===== src/design/pip_pkg.sv =====
package pip_pkg;

   // request opcodes
   localparam logic OP_LOAD  = 1'b0;
   localparam logic OP_QUERY = 1'b1;

   // result codes
   localparam logic [1:0] POS_OUTSIDE = 2'd0;
   localparam logic [1:0] POS_INSIDE  = 2'd1;
   localparam logic [1:0] POS_BORDER  = 2'd2;

   // smallest polygon the walker will accept
   localparam int MIN_VERTICES = 3;

   typedef struct packed {
      logic full;
      logic empty;
   } pip_fifo_stat_type;

endpackage


===== src/design/pip_fifo.sv =====
module pip_fifo import pip_pkg::*; #(
   parameter int WIDTH     = 40,
   parameter int DEPTH_LOG = 2
) (
   input  logic                clock,
   input  logic                reset,
   input  logic                push,
   input  logic [WIDTH-1:0]    push_data,
   input  logic                pop,
   output logic [WIDTH-1:0]    pop_data,
   output pip_fifo_stat_type   stat
);

   localparam int DEPTH = 1 << DEPTH_LOG;

   logic [WIDTH-1:0]     entry_ff [DEPTH];
   logic [DEPTH_LOG-1:0] wr_ptr_ff, wr_ptr_in;
   logic [DEPTH_LOG-1:0] rd_ptr_ff, rd_ptr_in;
   logic [DEPTH_LOG:0]   cnt_ff, cnt_in;

   always_comb begin
      wr_ptr_in = push ? wr_ptr_ff + 1'b1 : wr_ptr_ff;
      rd_ptr_in = pop  ? rd_ptr_ff + 1'b1 : rd_ptr_ff;
      cnt_in    = cnt_ff;
      if (push && !pop) begin
         cnt_in = cnt_ff + 1'b1;
      end else if (pop && !push) begin
         cnt_in = cnt_ff - 1'b1;
      end
   end

   always_ff @(posedge clock) begin
      if (reset) begin
         wr_ptr_ff <= '0;
         rd_ptr_ff <= '0;
         cnt_ff    <= '0;
      end else begin
         wr_ptr_ff <= wr_ptr_in;
         rd_ptr_ff <= rd_ptr_in;
         cnt_ff    <= cnt_in;
      end
   end

   always_ff @(posedge clock) begin
      if (push) begin
         entry_ff[wr_ptr_ff] <= push_data;
      end
   end

   assign pop_data   = entry_ff[rd_ptr_ff];
   assign stat.full  = (cnt_ff == (DEPTH_LOG+1)'(DEPTH));
   assign stat.empty = (cnt_ff == '0);

endmodule


===== src/design/pip_front.sv =====
module pip_front import pip_pkg::*; #(
   parameter int MAX_VERTICES = 64,
   parameter int COORD_BITS   = 16,
   parameter int IDX_W        = 6,
   parameter int CNT_W        = 7,
   parameter int ENTRY_W      = 39
) (
   input  logic                   req_valid,
   output logic                   req_ready,
   input  logic                   req_op,
   input  logic [IDX_W-1:0]       req_vertex_index,
   input  logic [COORD_BITS-1:0]  req_coord_x,
   input  logic [COORD_BITS-1:0]  req_coord_y,
   input  pip_fifo_stat_type      fifo_stat,
   output logic                   push,
   output logic [ENTRY_W-1:0]     push_data
);

   logic idx_in_range;
   logic keep;

   // loads past the end of the store are taken and dropped
   assign idx_in_range = ({1'b0, req_vertex_index} < CNT_W'(MAX_VERTICES));
   assign keep         = (req_op == OP_QUERY) || idx_in_range;

   assign req_ready = !fifo_stat.full;
   assign push      = req_valid && req_ready && keep;
   assign push_data = {req_op, req_vertex_index, req_coord_x, req_coord_y};

endmodule


===== src/design/pip_back.sv =====
module pip_back import pip_pkg::*; #(
   parameter int MAX_VERTICES = 64,
   parameter int COORD_BITS   = 16,
   parameter int IDX_W        = 6,
   parameter int CNT_W        = 7,
   parameter int ENTRY_W      = 39
) (
   input  logic                 clock,
   input  logic                 reset,
   input  logic                 csr_wr_en,
   input  logic [CNT_W-1:0]     csr_wr_data,
   input  pip_fifo_stat_type    fifo_stat,
   input  logic [ENTRY_W-1:0]   pop_data,
   output logic                 pop,
   output logic                 rsp_valid,
   input  logic                 rsp_ready,
   output logic [1:0]           rsp_position
);

   localparam int CB   = COORD_BITS;
   localparam int PW   = 2*CB + 2;
   localparam int CW   = 2*CB + 3;

   localparam logic [1:0] ST_IDLE = 2'd0;
   localparam logic [1:0] ST_RUN  = 2'd1;
   localparam logic [1:0] ST_WAIT = 2'd2;

   // storage
   logic [CB-1:0] mem_x [MAX_VERTICES];
   logic [CB-1:0] mem_y [MAX_VERTICES];

   logic [CNT_W-1:0] vertex_count_ff;
   logic [CNT_W-1:0] n_ff, n_in;
   logic [1:0]       state_ff, state_in;
   logic [CNT_W-1:0] issue_cnt_ff, issue_cnt_in;

   // queue head
   logic                 ent_op;
   logic [IDX_W-1:0]     ent_idx;
   logic signed [CB-1:0] ent_x, ent_y;
   logic                 start_query, do_load;

   // point under test
   logic signed [CB-1:0] px_ff, py_ff;

   // read stage
   logic                 issue_vld, issue_close, rd_en;
   logic                 vert_vld_ff, vert_first_ff, vert_close_ff;
   logic signed [CB-1:0] vert_x_ff, vert_y_ff;
   logic signed [CB-1:0] first_x_ff, first_y_ff, prev_x_ff, prev_y_ff;

   // edge stage
   logic signed [CB-1:0] ax, ay, bx, by;
   logic signed [CB:0]   dx_ba, dy_ba, dx_pa, dy_pa;
   logic                 edge_vld, inbox, hrange, dir;
   logic                 e_vld_ff, e_last_ff, e_inbox_ff, e_hrange_ff, e_dir_ff;
   logic signed [PW-1:0] prod_a_ff, prod_b_ff;

   // accumulate stage
   logic signed [CW-1:0] cross_c;
   logic                 hit, crosses;
   logic                 border_ff, border_in, parity_ff, parity_in;
   logic                 rsp_valid_ff, rsp_valid_in;
   logic [1:0]           rsp_pos_ff;

   assign ent_op  = pop_data[ENTRY_W-1];
   assign ent_idx = pop_data[2*CB +: IDX_W];
   assign ent_x   = pop_data[CB +: CB];
   assign ent_y   = pop_data[0 +: CB];

   // a query may only start once the previous result has left
   assign pop = (state_ff == ST_IDLE) && !fifo_stat.empty
                && ((ent_op == OP_LOAD) || !rsp_valid_ff);
   assign start_query = pop && (ent_op == OP_QUERY);
   assign do_load     = pop && (ent_op == OP_LOAD);

   always_comb begin
      n_in = vertex_count_ff;
      if (vertex_count_ff < CNT_W'(MIN_VERTICES)) begin
         n_in = CNT_W'(MIN_VERTICES);
      end else if (vertex_count_ff > CNT_W'(MAX_VERTICES)) begin
         n_in = CNT_W'(MAX_VERTICES);
      end
   end

   // read sequencer: addresses 0..n-1, then one closing beat back to vertex 0
   assign issue_vld   = (state_ff == ST_RUN);
   assign issue_close = (issue_cnt_ff == n_ff);
   assign rd_en       = issue_vld && !issue_close;

   always_comb begin
      state_in     = state_ff;
      issue_cnt_in = issue_cnt_ff;
      unique case (state_ff)
         ST_IDLE: begin
            if (start_query) begin
               state_in     = ST_RUN;
               issue_cnt_in = '0;
            end
         end
         ST_RUN: begin
            issue_cnt_in = issue_cnt_ff + 1'b1;
            if (issue_close) begin
               state_in = ST_WAIT;
            end
         end
         ST_WAIT: begin
            if (e_vld_ff && e_last_ff) begin
               state_in = ST_IDLE;
            end
         end
         default: begin
            state_in = ST_IDLE;
         end
      endcase
   end

   always_ff @(posedge clock) begin
      if (reset) begin
         state_ff        <= ST_IDLE;
         issue_cnt_ff    <= '0;
         vertex_count_ff <= CNT_W'(MIN_VERTICES);
         vert_vld_ff     <= 1'b0;
         e_vld_ff        <= 1'b0;
      end else begin
         state_ff     <= state_in;
         issue_cnt_ff <= issue_cnt_in;
         vert_vld_ff  <= issue_vld;
         e_vld_ff     <= edge_vld;
         if (csr_wr_en) begin
            vertex_count_ff <= csr_wr_data;
         end
      end
   end

   always_ff @(posedge clock) begin
      if (start_query) begin
         px_ff <= ent_x;
         py_ff <= ent_y;
         n_ff  <= n_in;
      end
   end

   always_ff @(posedge clock) begin
      if (do_load) begin
         mem_x[ent_idx] <= ent_x;
         mem_y[ent_idx] <= ent_y;
      end
   end

   always_ff @(posedge clock) begin
      if (rd_en) begin
         vert_x_ff <= mem_x[issue_cnt_ff[IDX_W-1:0]];
         vert_y_ff <= mem_y[issue_cnt_ff[IDX_W-1:0]];
      end
   end

   always_ff @(posedge clock) begin
      vert_first_ff <= (issue_cnt_ff == '0);
      vert_close_ff <= issue_close;
   end

   // edge stage: a = previous vertex, b = current or the first on the closing beat
   assign ax = prev_x_ff;
   assign ay = prev_y_ff;
   assign bx = vert_close_ff ? first_x_ff : vert_x_ff;
   assign by = vert_close_ff ? first_y_ff : vert_y_ff;

   assign edge_vld = vert_vld_ff && !vert_first_ff;

   assign dx_ba = {bx[CB-1], bx} - {ax[CB-1], ax};
   assign dy_ba = {by[CB-1], by} - {ay[CB-1], ay};
   assign dx_pa = {px_ff[CB-1], px_ff} - {ax[CB-1], ax};
   assign dy_pa = {py_ff[CB-1], py_ff} - {ay[CB-1], ay};

   assign inbox  = ((px_ff >= ax) || (px_ff >= bx)) && ((px_ff <= ax) || (px_ff <= bx))
                   && ((py_ff >= ay) || (py_ff >= by)) && ((py_ff <= ay) || (py_ff <= by));
   assign dir    = (ay > by);
   // half-open span [lower y, upper y)
   assign hrange = dir ? ((py_ff >= by) && (py_ff < ay))
                       : ((py_ff >= ay) && (py_ff < by));

   always_ff @(posedge clock) begin
      if (vert_vld_ff && vert_first_ff) begin
         first_x_ff <= vert_x_ff;
         first_y_ff <= vert_y_ff;
      end
      if (vert_vld_ff) begin
         prev_x_ff <= vert_x_ff;
         prev_y_ff <= vert_y_ff;
      end
      e_last_ff   <= vert_close_ff;
      e_inbox_ff  <= inbox;
      e_hrange_ff <= hrange;
      e_dir_ff    <= dir;
      prod_a_ff   <= dx_ba * dy_pa;
      prod_b_ff   <= dy_ba * dx_pa;
   end

   // cross = (b-a) x (p-a); sign flips when the edge runs downward
   assign cross_c = {prod_a_ff[PW-1], prod_a_ff} - {prod_b_ff[PW-1], prod_b_ff};
   assign hit     = e_inbox_ff && (cross_c == '0);
   assign crosses = e_hrange_ff && (e_dir_ff ? (cross_c < 0) : (cross_c > 0));

   always_comb begin
      border_in    = border_ff;
      parity_in    = parity_ff;
      rsp_valid_in = rsp_valid_ff;
      if (start_query) begin
         border_in = 1'b0;
         parity_in = 1'b0;
      end else if (e_vld_ff) begin
         border_in = border_ff | hit;
         parity_in = parity_ff ^ crosses;
      end
      if (rsp_valid_ff && rsp_ready) begin
         rsp_valid_in = 1'b0;
      end
      if (e_vld_ff && e_last_ff) begin
         rsp_valid_in = 1'b1;
      end
   end

   always_ff @(posedge clock) begin
      if (reset) begin
         border_ff    <= 1'b0;
         parity_ff    <= 1'b0;
         rsp_valid_ff <= 1'b0;
      end else begin
         border_ff    <= border_in;
         parity_ff    <= parity_in;
         rsp_valid_ff <= rsp_valid_in;
      end
   end

   always_ff @(posedge clock) begin
      if (e_vld_ff && e_last_ff) begin
         rsp_pos_ff <= border_in ? POS_BORDER : (parity_in ? POS_INSIDE : POS_OUTSIDE);
      end
   end

   assign rsp_valid    = rsp_valid_ff;
   assign rsp_position = rsp_pos_ff;

`ifndef SYNTHESIS
   a_pop_only_idle: assert property (@(posedge clock) disable iff (reset)
      pop |-> state_ff == ST_IDLE)
      else $error("queue popped while a query is running");

   a_issue_bound: assert property (@(posedge clock) disable iff (reset)
      state_ff == ST_RUN |-> issue_cnt_ff <= n_ff)
      else $error("edge counter ran past the vertex count");

   a_no_overwrite: assert property (@(posedge clock) disable iff (reset)
      e_vld_ff && e_last_ff |-> !rsp_valid_ff)
      else $error("result finished while the previous one is still held");

   a_pos_code: assert property (@(posedge clock) disable iff (reset)
      rsp_valid_ff |-> (rsp_pos_ff == POS_OUTSIDE || rsp_pos_ff == POS_INSIDE
                        || rsp_pos_ff == POS_BORDER))
      else $error("undefined position code");
`endif

endmodule


===== src/design/point_in_polygon_test_top.sv =====
// channel | direction | handshake            | payload
// req     | in        | req_valid/req_ready  | req_op, req_vertex_index, req_coord_x, req_coord_y
// rsp     | out       | rsp_valid/rsp_ready  | rsp_position
// csr     | in        | csr_wr_en            | csr_wr_data (vertex_count)
//
// Loads give no result. A query reads the first n vertices (n = clamped vertex count)
// at one vertex per cycle, plus a closing beat back to vertex 0. A new query starts
// only once the previous one has finished and its result has left the block.
// A four-entry queue feeds the walker; req_ready drops only when it is full, and a
// held result stalls the next query but not loads.
// Reset is synchronous, active high; the vertex memory is not cleared.
module point_in_polygon_test_top import pip_pkg::*; #(
   parameter int MAX_VERTICES = 64,
   parameter int COORD_BITS   = 16,
   localparam int IDX_W       = (MAX_VERTICES > 1) ? $clog2(MAX_VERTICES) : 1,
   localparam int CNT_W       = $clog2(MAX_VERTICES + 1)
) (
   input  logic                   clock,
   input  logic                   reset,
   input  logic                   req_valid,
   output logic                   req_ready,
   input  logic                   req_op,
   input  logic [IDX_W-1:0]       req_vertex_index,
   input  logic [COORD_BITS-1:0]  req_coord_x,
   input  logic [COORD_BITS-1:0]  req_coord_y,
   output logic                   rsp_valid,
   input  logic                   rsp_ready,
   output logic [1:0]             rsp_position,
   input  logic                   csr_wr_en,
   input  logic [CNT_W-1:0]       csr_wr_data
);

   localparam int ENTRY_W = 1 + IDX_W + 2*COORD_BITS;

   pip_fifo_stat_type    fifo_stat;
   logic                 push, pop;
   logic [ENTRY_W-1:0]   push_data, pop_data;

   pip_front #(
      .MAX_VERTICES (MAX_VERTICES),
      .COORD_BITS   (COORD_BITS),
      .IDX_W        (IDX_W),
      .CNT_W        (CNT_W),
      .ENTRY_W      (ENTRY_W)
   ) u_front (
      .req_valid        (req_valid),
      .req_ready        (req_ready),
      .req_op           (req_op),
      .req_vertex_index (req_vertex_index),
      .req_coord_x      (req_coord_x),
      .req_coord_y      (req_coord_y),
      .fifo_stat        (fifo_stat),
      .push             (push),
      .push_data        (push_data)
   );

   pip_fifo #(
      .WIDTH     (ENTRY_W),
      .DEPTH_LOG (2)
   ) u_fifo (
      .clock     (clock),
      .reset     (reset),
      .push      (push),
      .push_data (push_data),
      .pop       (pop),
      .pop_data  (pop_data),
      .stat      (fifo_stat)
   );

   pip_back #(
      .MAX_VERTICES (MAX_VERTICES),
      .COORD_BITS   (COORD_BITS),
      .IDX_W        (IDX_W),
      .CNT_W        (CNT_W),
      .ENTRY_W      (ENTRY_W)
   ) u_back (
      .clock        (clock),
      .reset        (reset),
      .csr_wr_en    (csr_wr_en),
      .csr_wr_data  (csr_wr_data),
      .fifo_stat    (fifo_stat),
      .pop_data     (pop_data),
      .pop          (pop),
      .rsp_valid    (rsp_valid),
      .rsp_ready    (rsp_ready),
      .rsp_position (rsp_position)
   );

endmodule


===== config.mk =====
export PLATFORM = sky130hd
export DESIGN_NAME = point_in_polygon_test_top
export DESIGN_NICKNAME = d
export VERILOG_FILES = /design/src/design/pip_pkg.sv /design/src/design/pip_fifo.sv /design/src/design/pip_front.sv /design/src/design/pip_back.sv /design/src/design/point_in_polygon_test_top.sv
export SDC_FILE = /design/constraint.sdc
export NUM_CORES = 2
export LEC_CHECK = 0
export ABC_AREA = 1
export ABC_CLOCK_PERIOD_IN_PS = 19500
export BUFFER_PORTS_ARGS = -buffer_cell sky130_fd_sc_hd__buf_2
export CORE_MARGIN = 3
export CORE_UTILIZATION = 45
export CTS_CLUSTER_DIAMETER = 120
export DETAILED_ROUTE_END_ITERATION = 10
export PLACE_DENSITY_LB_ADDON = 0.05
export SLEW_MARGIN = 30
export SYNTH_ARGS = -nofsm -noshare
export SYNTH_HDL_FRONTEND = slang
export SYNTH_SLANG_ARGS = --single-unit
export TNS_END_PERCENT = 100

===== constraint.sdc =====
create_clock -name clock -period 19.5 [get_ports clock]
set_clock_uncertainty 0.15 [all_clocks]
set_input_delay 2.925 -clock clock [delete_from_list [all_inputs] [get_ports clock]]
set_output_delay 2.925 -clock clock [all_outputs]
set_load 0.01 [all_outputs]

Word-level counts from Yosys, hierarchy flattened
Memory sizes are Yosys's and may differ from the RTL's. A register that Yosys moved wholly into a read port is not among the register bits.
Cells that the tools add are included.
{"block": "totals", "mem_count": 3, "elab_cells": 135, "reg_bits": 207, "ram_bits": 2204, "output_inout_bits": 4}
{"memory": "u_back.mem_x", "words": 64, "word_bits": 16, "read_ports": 1, "rd_clocked_by_memory_dff": 1, "wr": 1, "line": "pip_back.sv:29", "rtl": "logic [CB-1:0] mem_x [MAX_VERTICES];"}
{"memory": "u_back.mem_y", "words": 64, "word_bits": 16, "read_ports": 1, "rd_clocked_by_memory_dff": 1, "wr": 1, "line": "pip_back.sv:30", "rtl": "logic [CB-1:0] mem_y [MAX_VERTICES];"}
{"memory": "u_fifo.entry_ff", "words": 4, "word_bits": 39, "read_ports": 1, "rd_clocked_by_memory_dff": 1, "wr": 1, "line": "pip_fifo.sv:16", "rtl": "logic [WIDTH-1:0] entry_ff [DEPTH];"}
{"block": "classes", "add_sub_neg": 10, "eq_ne": 7, "n_mul": 2, "reduce_logical": 41, "n_mux": 26, "n_lt_le_gt_ge": 15, "n_bitwise": 3}
{"operator": "$mul A17 B17 Y34", "count": 2}
{"operator": "$sub A16 B16 Y17", "count": 4}
{"operator": "$ge A16 B16 Y1", "count": 4}
{"operator": "$le A16 B16 Y1", "count": 4}
{"operator": "$gt A35 B1 Y1 const B", "count": 1}
{"operator": "$logic_not A35 Y1", "count": 1}
{"operator": "$lt A35 B1 Y1 const B", "count": 1}
{"operator": "$sub A34 B34 Y35", "count": 1}
{"operator": "$lt A16 B16 Y1", "count": 2}
{"operator": "$mux W16", "count": 2}
{"operator": "$logic_and A1 B1 Y1", "count": 19}
{"operator": "$gt A16 B16 Y1", "count": 1}
{"operator": "$mux W7", "count": 2}
{"operator": "$pmux W7 S2", "count": 1}
{"operator": "$mux W1", "count": 13}
{"operator": "$mux W2", "count": 5}
{"operator": "$add A7 B1 Y7 const B", "count": 1}
{"operator": "$eq A7 B7 Y1", "count": 1}
{"operator": "$gt A7 B7 Y1 const B", "count": 1}
{"operator": "$logic_not A1 Y1", "count": 7}
{"operator": "$logic_not A7 Y1", "count": 1}
{"operator": "$lt A7 B2 Y1 const B", "count": 1}
{"operator": "$mux W3", "count": 2}
{"operator": "$pmux W2 S3", "count": 1}
{"operator": "other kinds (18)", "count": 26}

Logic depth before layout (Yosys ltp)
{"block": "logic_depth", "word_depth": 8, "ltp_mapped": 44}

Modules after synthesis
From an unflattened synthesis, not the netlist that was laid out.
{"block": "unflattened", "cells_unflattened": 10539, "area_unflattened_um2": 121340.1}
{"mod": "pip_back", "n_inst": 1, "seq_area_each_um2": 67514.8, "area_per_inst_um2": 114801.4, "cells_per_inst": 10061}
{"mod": "pip_fifo", "n_inst": 1, "seq_area_each_um2": 4864.7, "area_per_inst_um2": 6232.2, "cells_per_inst": 436}
{"mod": "pip_front", "n_inst": 1, "seq_area_each_um2": 0.0, "area_per_inst_um2": 306.5, "cells_per_inst": 42}

Worst setup path after synthesis
Ideal clock, no wire load.
{"block": "synth_path", "kind": "register to register", "startpoint": "register u_back.vert_close_ff", "endpoint": "register u_back.prod_b_ff[32]", "t_arrival_ns": 7.686, "required_time_ns": 19.278, "setup_ns": 0.072, "slack_ns": 11.592, "synth_period_minus_slack_ns": 7.908, "stages_incl_launch_ff": 37, "path_cell_list": "dfxtp_1 > clkbuf_1 > clkbuf_1 > o21ai_0 > ha_1 > fa_1 > o21ai_2 > a21oi_1 > o21ai_2 > nand2_1 > nand2_2 > a31oi_1 > or2_2 > nand2_1 > buf_2 > nor2_1 > inv_1 > fa_1 > fa_1 > inv_1 > fa_1 > fa_1 > fa_1 > inv_1 > fa_1 > inv_1 > ha_1 > nand2_1 > nor2_1 > a211oi_1 > nor3_1 > a211oi_1 > o211ai_1 > a21oi_1 > nor2_1 > nor2_1 > xor2_1"}
{"block": "synth_via", "elab_chain_cells": 3}
{"element": "start: declaration", "line": "pip_back.sv:48", "rtl": "logic vert_vld_ff, vert_first_ff, vert_close_ff;"}
{"element": "start signal: assignment", "line": "pip_back.sv:160", "rtl": "vert_close_ff <= issue_close;"}
{"element": "$mux W16", "line": "pip_back.sv:167", "rtl": "assign by = vert_close_ff ? first_y_ff : vert_y_ff;"}
{"element": "$sub A16 B16 Y17", "line": "pip_back.sv:172", "rtl": "assign dy_ba = {by[CB-1], by} - {ay[CB-1], ay};"}
{"element": "$mul A17 B17 Y34", "line": "pip_back.sv:197", "rtl": "prod_b_ff <= dy_ba * dx_pa;"}
{"element": "end signal: assignment", "line": "pip_back.sv:197"}
{"element": "end: declaration", "line": "pip_back.sv:57", "rtl": "logic signed [PW-1:0] prod_a_ff, prod_b_ff;"}
Every way passes these cells.
A chain may end at the register's enable or synchronous reset.

Worst setup path in the final report
{"block": "layout_path", "startpoint": "register u_back.vert_close_ff", "endpoint": "register u_back.prod_a_ff[33]"}
{"block": "layout_via", "elab_chain_cells": 3}
{"element": "$mux W16", "line": "pip_back.sv:166", "rtl": "assign bx = vert_close_ff ? first_x_ff : vert_x_ff;"}
{"element": "$sub A16 B16 Y17", "line": "pip_back.sv:171", "rtl": "assign dx_ba = {bx[CB-1], bx} - {ax[CB-1], ax};"}
{"element": "$mul A17 B17 Y34", "line": "pip_back.sv:196", "rtl": "prod_a_ff <= dx_ba * dy_pa;"}
{"element": "end signal: assignment", "line": "pip_back.sv:196"}
{"element": "end: declaration", "line": "pip_back.sv:57"}
Every way passes these cells.

==> summary.txt <==
Run status
  • Status: finished, final reports clean

Synth
  • Synthesized net count: 11300
  • Seq/Total Area, Yosys: 0.601
  • Share of Yosys cell area claimed by the top area cell type: 0.584
  • Post-synthesis cell area: approximately 0.12 sq mm
  • Synth Area in XOR/XNOR: 0.0108
  • Main combinational cell family by area after synthesis: adder cells
  • Area contributors post-synth: edfxtp_1 58%, fa_1 9.9%, nor2_1 5.2%, o21ai_0 5.0%, inv_1 3.3%
  • Number of synthesized register bits: between 2000 and 2500
  • Synth Area in Compound Gates: 0.110
  • Synth Area in Simple Gates: 0.0960
  • Share of flip-flops with an asynchronous set or reset: 0
  • Mux contribution to synthesized area: 0.000166
  • Yosys top cell by area: edfxtp_1
  • Number of synthesized flops with an enable pin: 2341
  • Most used flip-flop cell after synthesis: edfxtp_1
  • Post-Synth Adder-Cell Area: 0.131
  • Yosys warns: 0
  • Synth cell types: 74
  • Cells after Synth: a little over 10000
  • Syn Area/Cell: between 10 and 15 sq um

Layout
  • Layout Nets: 11300
  • Finished Core Util: 0.507
  • Area growth, synth to finish: 11.9%
  • Fin cells: 14100
  • Fraction of layout cells with a size suffix above 1: 0.0829

STA
  • Slew @ Worst Pin: about 1100 ps
  • Max-Slew Margin vs Limit: 0.296
  • Final period util: 0.461
  • Final Hold Fails: 0
  • Finish-stage setup viols: 0
  • Unrepaired setup endpoints after global routing: false
  • Hold WS: about 270 ps
  • Final Max Slew Viols: 0
  • Fmax: 111 MHz
  • Fin crit period: around 9000 ps
  • Setup TNS: 0 ps

Setup path
  • R2R cell count: 32
  • CP endpoint kind: register
  • Crit Path Max Fanout: 65
  • Worst path slowest cell: fa_1
  • WS Path Type: register to register
  • CP most frequent cell: fa_1
  • R2R Path Start: u_back.vert_close_ff$_DFF_P_
  • R2R setup slack: approximately 11000 ps
  • Critical path launch point type: register
  • WP data arrival: approximately 9600 ps
  • Reg2reg end: u_back.prod_a_ff[33]$_DFF_P_
  • Critical path required time: ~20000 ps
  • Largest stage delay, worst path: roughly 630 ps

Floorplan
  • CORE AREA: 0.266 sq mm
  • # rows: between 150 and 200
  • Die width: 523 um
  • Die footprint: 0.274 sq mm
  • Die Span Y: ~520 um
  • Ports: 55
  • Starting Density: 0.453

Place
  • Final Wtd Congestion: between 0.9 and 1
  • DP HPWL: approximately 240 mm
  • # port buffers: 54
  • Placed Cells: about 14000

Clock network
  • CTS tree: yes
  • # resized after CTS: 0
  • CTS Sinks: 2445
  • Clk buf depth: 4
  • Htree depth: 5
  • Total CTS buffers: between 200 and 300
  • Clock transition at path regs: roughly 60 ps
  • Root Driver: clkbuf_16
  • # hold bufs at CTS: 0
  • Worst-Skew Late Latency: between 900 and 1000 ps
  • Setup bufs post-CTS: 0

Hold path
  • Min-Delay Endpoint: u_back.e_vld_ff$_SDFF_PP0_
  • Worst min path class: register to register
  • Hold path cells: 1
  • Hold Crit Start: u_back.vert_first_ff$_DFF_P_

Global route
  • Global-route usage over all layers: 0.280
  • Antenna violations before repair: 24
  • First-pass GRT wire length: between 500 and 600 mm
  • Gr ovfl total: 0
  • Largest net degree at the start of global routing: approximately 170
  • Vias in the first global route: about 80000

Routing
  • Post-route ant nets: 0
  • Vias per inst: roughly 5.7
  • Routed WL: ~390 mm
  • WL/cell: 27.5 um
  • Via count: 81100
  • Starting DRT DRC Count: between 8000 and 9000
  • # DRC: 0
  • Pre-Repair DR Iteration Count: 6

Job
  • Maximum capacitance violations: 0
[synthesized netlist by cell type, types with 3 or more instances]
library cell	instances
nand3b_1	5
a211oi_1	19
xor2_2	7
xnor2_1	48
a22o_1	20
nand2_1	985
nand2_2	7
o22ai_1	392
buf_1	28
ha_1	308
nor2_1	1665
a31oi_1	65
edfxtp_1	2341
and2_1	3
xor2_1	82
buf_2	94
a221o_1	5
o221ai_1	146
a32o_1	6
nor3_1	31
a21oi_1	237
inv_1	1047
nand3_1	173
o21ai_1	7
o21a_1	6
clkinv_1	17
fa_1	598
dfxtp_1	104
a21o_1	6
inv_2	11
nand4_1	43
o21ai_2	12
buf_4	5
o211ai_1	70
a21oi_2	7
a32oi_1	5
clkbuf_1	382
nor2_2	12
a221oi_1	17
a21boi_1	4
o21ai_0	1211
or2_2	9
o21bai_1	14
nor4_1	9
[placed cells by master (no fill, tap or decap), types with 59 or more instances in the layout]
cell type / n
inv_1: 1043
a31oi_1: 61
clkinv_1: 72
o211ai_1: 70
xor2_1: 76
fa_1: 598
ha_1: 308
nor2_4: 71
nor2_1: 1593
dfxtp_1: 98
o22ai_1: 360
clkbuf_16: 283
o221ai_1: 146
clkbuf_1: 59
a21oi_1: 237
buf_4: 233
o21ai_0: 1211
nand3_1: 173
nand2_1: 985
edfxtp_1: 2341
[layer usage]
metal / wire [um] / up-vias / GRT usage
met2: 188000 / 2984 / 0.469
met3: 25300 / 643 / 0.0363
met1: 158000 / 41400 / 0.373
li1: - / 36000 / -
met4: 16300 / 6 / 0.103
met5: 41 / - / 0
[flip-flops by register name, summed over array words and instances, names as in the netlist, 3 cells and up, named ones only]
| signal | count |
|---|---|
| u_back.ax | 16 |
| u_back.ay | 16 |
| u_back.first_x_ff | 16 |
| u_back.first_y_ff | 16 |
| u_back.issue_cnt_ff | 7 |
| u_back.mem_x | 1024 |
| u_back.mem_y | 1024 |
| u_back.n_ff | 7 |
| u_back.prod_a_ff | 34 |
| u_back.prod_b_ff | 34 |
| u_back.px_ff | 16 |
| u_back.py_ff | 16 |
| u_back.vert_x_ff | 16 |
| u_back.vert_y_ff | 16 |
| u_back.vertex_count_ff | 7 |
| u_fifo.cnt_ff | 3 |
| u_fifo.entry_ff | 156 |
[kinds of logic (layout without fill, tap and decap cells)]
family / Yosys count / in the layout
compound gates: 2277 / 2277
xor+xnor: 139 / 139
fa+ha+maj: 906 / 906
buf+inv: 1587 / 1855
flops: 2445 / 2445
mux: 2 / 2
other cells: 0 / 8
simple gates: 2947 / 2947
[per-stage QoR]
stage	area, sq um	worst slack (ps)
2_1_floorplan	120000	11590
3_3_place_gp	126000	10550
3_5_place_dp	126000	10470
4_1_cts	135000	10460
5_1_grt	135000	9810
6_report	135000	10500
[worst max-delay path by stage]
stage                                       from                      endpoint  slack [ps]  cells after the start
global placement    u_back.vert_close_ff$_DFF_P_  u_back.prod_a_ff[32]$_DFF_P_       10550                     33
global route        u_back.vert_close_ff$_DFF_P_  u_back.prod_b_ff[32]$_DFF_P_        9810                     34
CTS                 u_back.vert_close_ff$_DFF_P_  u_back.prod_b_ff[32]$_DFF_P_       10460                     34
finish              u_back.vert_close_ff$_DFF_P_  u_back.prod_a_ff[33]$_DFF_P_       10500                     32
floorplan           u_back.vert_close_ff$_DFF_P_  u_back.prod_b_ff[32]$_DFF_P_       11590                     36
detailed placement  u_back.vert_close_ff$_DFF_P_  u_back.prod_b_ff[32]$_DFF_P_       10470                     34
[worst max-delay path: cells and delay by family (launching register included)]
kind                       cells  cell delay [ps]
AOI/OAI and AO/OA              5              820
and+or+nand+nor               11             1890
buffers and inverters          6             1010
xor gates and xnor gates       1              150
DFF                            1              310
adders and majority gates      9             4450
[final cells by class]
type | instances | area, sq um
multi-input cells | 6271 | 43100
flip-flops and latches | 2445 | 72400
clock buffers | 342 | 7300
clock inverters | 135 | 1160
diodes | 8 | 20.0
fillers | 23500 | 131000
inverters | 1075 | 4060
well taps | 3533 | 4420
repair buffers | 303 | 2340
Power is left out: the tool's default activity adds up to more than one toggle a clock period on the data nets, which glitch-free logic cannot reach.
